File: config.mk
export PLATFORM = sky130hd
export DESIGN_NAME = e2q_queue
export DESIGN_NICKNAME = d
export VERILOG_FILES = /design/src/hdl/e2q_pkg.sv /design/src/hdl/e2q_queue.sv
export SDC_FILE = /design/constraint.sdc
export NUM_CORES = 1
export LEC_CHECK = 0
export BUFFER_PORTS_ARGS = -buffer_cell sky130_fd_sc_hd__buf_2
export CORE_MARGIN = 3
export CORE_UTILIZATION = 25
export CTS_BUF_LIST = sky130_fd_sc_hd__clkbuf_8
export DETAILED_ROUTE_END_ITERATION = 7
export PLACE_DENSITY_LB_ADDON = 0.12
export SLEW_MARGIN = 10
export SYNTH_ARGS = -nofsm -noshare
export SYNTH_HDL_FRONTEND = slang
export SYNTH_SLANG_ARGS = --single-unit
File: constraint.sdc
create_clock -name clk -period 4.2 [get_ports clk]
set_input_delay 0.63 -clock clk [delete_from_list [all_inputs] [get_ports clk]]
set_output_delay 0.63 -clock clk [all_outputs]
set_load 0.02 [all_outputs]
File: src/hdl/e2q_pkg.sv
// Shared types, widths and the arctangent table of the Euler-to-quaternion unit.
package e2q_pkg;

	localparam int ANGLE_BITS_DEF     = 16;
	localparam int QUAT_FRAC_BITS_DEF = 14;
	localparam int TRIG_STAGES_DEF    = 16;

	localparam int ANGLE_W     = 16;
	localparam int QUAT_W      = 16;
	localparam int PHASE_W     = 32;
	localparam int CXY_W       = 32;
	localparam int CZ_W        = 34;
	localparam int CORDIC_ONE  = 28;
	localparam int TRIG_SH     = 12;
	localparam int TRIG_W      = 18;
	localparam int PAIR_W      = 36;
	localparam int TRIP_W      = 54;
	localparam int SUM_W       = 55;
	localparam int COMP_SH     = 24;
	localparam int COMP_W      = 28;
	localparam int NORM_W      = 56;
	localparam int SQRT_STEPS  = 28;
	localparam int ROOT_W      = 28;
	localparam int ATAN_N      = 32;
	localparam int QUEUE_DEPTH = 4;
	localparam int LANES       = 4;

	typedef logic signed [PHASE_W-1:0] phase_t;

	typedef struct packed {
		phase_t roll;
		phase_t pitch;
		phase_t yaw;
	} e2q_req_t;

	typedef struct packed {
		logic     push;
		e2q_req_t req;
	} e2q_push_t;

	typedef struct packed {
		logic     avail;
		e2q_req_t req;
	} e2q_head_t;

	// atan(2^-i) in units of 2^-32 turn
	function automatic logic [PHASE_W-1:0] atan_turn(input int i);
		case (i)
			0:  return 32'd536870912;
			1:  return 32'd316933406;
			2:  return 32'd167458907;
			3:  return 32'd85004756;
			4:  return 32'd42667331;
			5:  return 32'd21354465;
			6:  return 32'd10679838;
			7:  return 32'd5340245;
			8:  return 32'd2670163;
			9:  return 32'd1335087;
			10: return 32'd667544;
			11: return 32'd333772;
			12: return 32'd166886;
			13: return 32'd83443;
			14: return 32'd41722;
			15: return 32'd20861;
			16: return 32'd10430;
			17: return 32'd5215;
			18: return 32'd2608;
			19: return 32'd1304;
			20: return 32'd652;
			21: return 32'd326;
			22: return 32'd163;
			23: return 32'd81;
			24: return 32'd41;
			25: return 32'd20;
			26: return 32'd10;
			27: return 32'd5;
			28: return 32'd3;
			29: return 32'd1;
			30: return 32'd1;
			default: return 32'd0;
		endcase
	endfunction

	function automatic int cordic_steps(input int stages);
		return (stages > ATAN_N) ? ATAN_N : stages;
	endfunction

	// add or subtract two triple products, round Q48 to Q24
	function automatic logic signed [COMP_W-1:0] comp_round(
		input logic signed [TRIP_W-1:0] a,
		input logic signed [TRIP_W-1:0] b,
		input logic                     sub
	);
		logic signed [SUM_W-1:0] sum;
		sum = sub ? (SUM_W'(a) - SUM_W'(b)) : (SUM_W'(a) + SUM_W'(b));
		sum = sum + (SUM_W'(1) <<< (COMP_SH - 1));
		return COMP_W'(sum >>> COMP_SH);
	endfunction

endpackage

File: src/hdl/e2q_queue.sv
// Short request queue between the front end and the arithmetic back end.
module e2q_queue import e2q_pkg::*; (
	input  logic      clk,
	input  logic      arst_n,
	input  e2q_push_t push,
	output logic      full,
	input  logic      pop,
	output e2q_head_t head
);

	localparam int PTR_W = $clog2(QUEUE_DEPTH);
	localparam int CNT_W = $clog2(QUEUE_DEPTH + 1);

	e2q_req_t         mem_q [QUEUE_DEPTH];
	logic [PTR_W-1:0] wr_ptr_q;
	logic [PTR_W-1:0] rd_ptr_q;
	logic [CNT_W-1:0] cnt_q;

	assign full       = (cnt_q == CNT_W'(QUEUE_DEPTH));
	assign head.avail = (cnt_q != '0);
	assign head.req   = mem_q[rd_ptr_q];

	always_ff @(posedge clk or negedge arst_n) begin
		if (!arst_n) begin
			wr_ptr_q <= '0;
			rd_ptr_q <= '0;
			cnt_q    <= '0;
		end else begin
			if (push.push)
				wr_ptr_q <= wr_ptr_q + PTR_W'(1);
			if (pop)
				rd_ptr_q <= rd_ptr_q + PTR_W'(1);
			if (push.push && !pop)
				cnt_q <= cnt_q + CNT_W'(1);
			else if (!push.push && pop)
				cnt_q <= cnt_q - CNT_W'(1);
		end
	end

	always_ff @(posedge clk) begin
		if (push.push)
			mem_q[wr_ptr_q] <= push.req;
	end

	a_cnt_bound: assert property (@(posedge clk) disable iff (!arst_n)
		cnt_q <= CNT_W'(QUEUE_DEPTH)) else $error("queue count above depth");
	a_no_overrun: assert property (@(posedge clk) disable iff (!arst_n)
		push.push |-> !full) else $error("push into full queue");
	a_no_underrun: assert property (@(posedge clk) disable iff (!arst_n)
		pop |-> cnt_q != '0) else $error("pop from empty queue");

endmodule

Word level (Yosys, flattened, before mapping)
Memories as Yosys holds them, arrays and structs flattened.
Index checks and enable logic that the tools add are counted.
{"block": "classes", "n_reduce_logical": 6, "eq_ne": 1, "n_mul": 0, "n_mux": 4, "shifts": 0, "bitwise": 0, "n_addsub": 4, "n_lt_le_gt_ge": 0, "div": 0}
{"cell": "$mux W3", "count": 2}
{"cell": "$add A2 B1 Y2 const B", "count": 2}
{"cell": "$add A3 B1 Y3 const B", "count": 1}
{"cell": "$eq A3 B3 Y1 const B", "count": 1}
{"cell": "$reduce_bool A3 Y1", "count": 1}
{"cell": "$sub A3 B1 Y3 const B", "count": 1}
{"cell": "$logic_and A1 B1 Y1", "count": 2}
{"cell": "$logic_not A1 Y1", "count": 2}
{"cell": "$mux W1", "count": 2}
{"cell": "$reduce_bool A2 Y1", "count": 1}
{"block": "word_totals", "ff_bits": 7, "elab_cells": 19, "rom_bits": 0, "latchBits": 0, "output_inout_bits": 98, "ramBits": 384, "memories": 1}
{"name": "mem_q", "depth": 4, "word_bits": 96, "read_ports": 1, "rd_clocked_by_memory_dff": 0, "write_ports": 1, "line": "e2q_queue.sv:14", "source": "e2q_req_t mem_q [QUEUE_DEPTH];"}

Logic depth before layout (Yosys ltp)
{"block": "depth", "ltp_word": 4, "mapped_depth": 7, "mapped_depth_nobuf": 7}

Worst setup path before layout
OpenSTA, ideal clock, no wires.
{"block": "synth_timing", "kind": "input port to flip-flop", "startpoint": "input port push[96] (netlist bit)", "endpoint": "memory mem_q[1][0] (netlist bit), enable pin", "setup_time_ns": 0.465, "path_buffers": 0, "t_arrival_ns": 2.850, "t_required_ns": 3.735, "path_stages": 1, "slack_ns": 0.885, "path_cell_list": "and2_1"}
{"block": "synth_between", "elab_chain_cells": 2}
{"element": "from (decl)", "line": "e2q_queue.sv:5", "source": "input e2q_push_t push,"}
{"element": "$mux W1", "line": "e2q_queue.sv:41", "source": "if (push.push)"}
{"element": "$mux W1 (implied by the code)", "line": "e2q_queue.sv:42", "source": "mem_q[wr_ptr_q] <= push.req;"}
{"element": "to (decl)", "line": "e2q_queue.sv:14"}
Every way passes these cells.

==> reports/results.ini <==
[logic_synthesis]
yosys_warnings = 0
synthAdderAreaFrac_pct = 0.581
synth_top_flop_cell = edfxtp_1
async_flop_share_pct = 1.79
syn-cell-area_um2 = 14200
seq_area_frac_synth_pct = 82.3
synth-compound-area-share_pct = 0.0352
yosysUniqueCellTypes = 20
synth.most_common_cell = edfxtp_1
syn_inst = 536
ys_top_cells_by_area = edfxtp_1, mux4_2, dfrtp_1
synth_xor_area_share_pct = 0.369
synth-seq-cells = 391
synth_top_family_by_area = multiplexers
syn-num-nets = 642
synthTopCellsByCount = edfxtp_1, mux4_2, buf_2
syn_area_per_cell_um2 = 26.5
synth_top_area_cell = edfxtp_1
synth_top_cell_area_share_pct = 81.1
synth-simple-area-share_pct = 0.352
synth-edff-count = 384
synthMuxAreaShare_pct = 15.3

[timing]
grt_setup_unrepaired = false
hold_slack_ns = 0.219
final_hold_viol_count = 0
fin_worst_skew_ns = 0.0227
tightest_slew_ns = 0.875
max_freq_mhz = 305
slew_headroom_pct = 41.7
fin_crit_sh_pct = 78.0
fin_tns_setup_ns = 0
period_needed_ns = 3.28
setup_viol = 0
slew_violations = 0

[run]
drv_cap = 0

[clocking]
clk_pin_slew_ns = 0.06
cts_setup_buffers = 0
clockBufferDepth = 3
ctsResizeCount = 0
cts.sinks = 391
cts-root-buf = clkbuf_8
cts_buffers = 72
h-tree-depth = 3
cts_tree = built
clkLatencyLatePin_ns = 0.63

[global_routing]
grt_max_degree = 55
overflow = 0
grt.total_usage_pct = 10.7
grt_pass1_wl_mm = 47.1
antenna_found_initial = 4
grt_pass1_vias = 7486

[route]
viasPerCell = 4.09
first_iter_violations = 320
met2_wirelength_mm = 16.1
drc = 0
topRoutingLayerUsed = met5
vias = 6549
antenna_left = 0
wire_per_inst_um = 19.6
wl_met3_mm = 1.77
dr.pass1.iters = 4
wirelength_mm = 31.3
drt-met1-wl_mm = 12.5

[layout]
fill_cells = 5477
nets = 904
final_layout_size_suffix_gt1_share_pct = 48.2
syn_to_final_growth_pct = 23.1
finish.utilization_pct = 31.4

[setup_path]
cp_max_fo = 39
critPathKind = flip-flop to output pin
path_cells = buf_12 -> mux4_2 -> buf_2
crit_path_top_delay_cell = dfrtp_4
required_ns = 3.57
critPathLaunchType = flip-flop
cp_slowest_stage_delay_ns = 0.80
critPathBufInv = 2
cp-end-kind = output pin
path_delay_family = flip-flops
cp_data_arrival_time_ns = 2.65

[placement]
dp_hpwl_mm = 18.5
routabilityCongestion = 0.661
io_buffers = 197

[power]
switching_share_pct = 32.8
p_comb_share_pct = 30.3
p_per_area_nw_per_um2 = 717
power_w = 0.0126
power_switching_w = 0.00412
seqPwrFrac_pct = 43.3
p_leak_nw = 5.93
vdd_drop_max_mv = 0.328
internal_power_w = 0.00844
clockPowerShare_pct = 26.5

[die]
die_w_um = 245
die_y_um = 245
core_um2 = 55700
initial_utilization_pct = 25.5
row_count = 86
io-pin-count = 198
dieArea_um2 = 59800

[worst_hold_path]
hold_class = input pin to flip-flop

[run_status]
status = finished, final reports clean

[repair_timing]
| action | 4_1_cts | 5_1_grt |
|---|---|---|
| endpoints found under the setup margin | 0 | 0 |
| hold buffers | 1 | 0 |
| endpoints found under the hold margin | 7 | 0 |
[state kept, by name, summed over array words and instances (netlist names)]
name      count
mem_q       384
rd_ptr_q      2
cnt_q         3
wr_ptr_q      2
[power by group through the flow]
stage	logic, W	clock network (W)	registers [W]
5_1_grt	0.00409	0.00367	0.00552
3_3_place_gp	0.00393	0	0.00549
2_1_floorplan	0.00273	0	0.00535
4_1_cts	0.00396	0.00349	0.00546
3_5_place_dp	0.00395	0	0.00554
6_report	0.00380	0.00332	0.00543
[kinds of logic (layout without fill, tap and decap cells)]
logic type / count (synthesis) / in the layout
and+or+nand+nor: 9 / 9
DFF: 391 / 391
AOI/OAI and AO/OA: 1 / 1
muxes: 97 / 97
xor gates and xnor gates: 6 / 6
buffers and inverters: 26 / 341
other: 0 / 2
adders and majority gates: 6 / 6
[final timing paths]
path | startpoint | to | slack (ns) | depth (start not counted)
worst max-delay path | rd_ptr_q[0] | head[31] | 0.92 | 3
worst min-delay path | push[71] | mem_q[3][71] | 0.22 | 1
worst max register to register | wr_ptr_q[0] | mem_q[0][53] | 2.32 | 4
worst min register to register | cnt_q[2] | cnt_q[2] | 0.49 | 1
max in group asynchronous | arst_n | rd_ptr_q[0] | 3.63 | 2
min in group asynchronous | arst_n | rd_ptr_q[1] | 0.38 | 2
[per-layer routing]
metal  vias up  track usage (%)
met5         -                0
met4         2             4.95
met3        67             3.27
met2       180             18.5
met1      3452             12.0
li1       2848                -
[final cells by class]
| class | instances | area (µm²) | share of cell area, % |
|---|---|---|---|
| diodes | 2 | 5.00 | 0.0286 |
| flip-flops and latches | 391 | 11700 | 66.9 |
| well taps | 748 | 936 | 5.34 |
| clock inverters | 52 | 290 | 1.66 |
| multi-input cells | 119 | 2370 | 13.6 |
| clock buffers | 75 | 1030 | 5.89 |
| repair buffers | 210 | 1150 | 6.56 |
| inverters | 4 | 15.0 | 0.0857 |
[through the flow]
| stage | cells | cell area [µm²] | setup slack (ns) |
|---|---|---|---|
| floorplan | 536 | 14200 | 0.885 |
| global placement | 1471 | 16200 | 1.47 |
| detailed placement | 1471 | 16200 | 1.46 |
| CTS | 1599 | 17500 | 0.737 |
| global route | 1600 | 17500 | 0.702 |
| finish | 1601 | 17500 | 0.925 |
[placed cells by master, fill, tap and decap left out, types with 2 or more instances in the layout]
master      Yosys  final
buf_4           1      7
clkinv_1        0     15
buf_2          12    197
clkbuf_8        0     75
xor2_1          4      4
nand2_1         2      2
dfrtp_4         0      2
dfrtp_1         7      5
bufinv_16       0      2
ha_1            5      5
mux4_2         96     96
clkinvlp_4      0      5
buf_12          1      5
and2_4          0      4
inv_1           4     18
clkinv_2        0     15
xnor2_1         2      2
diode_2         0      2
edfxtp_1      384    384
Power figures use the tool's default switching activity.
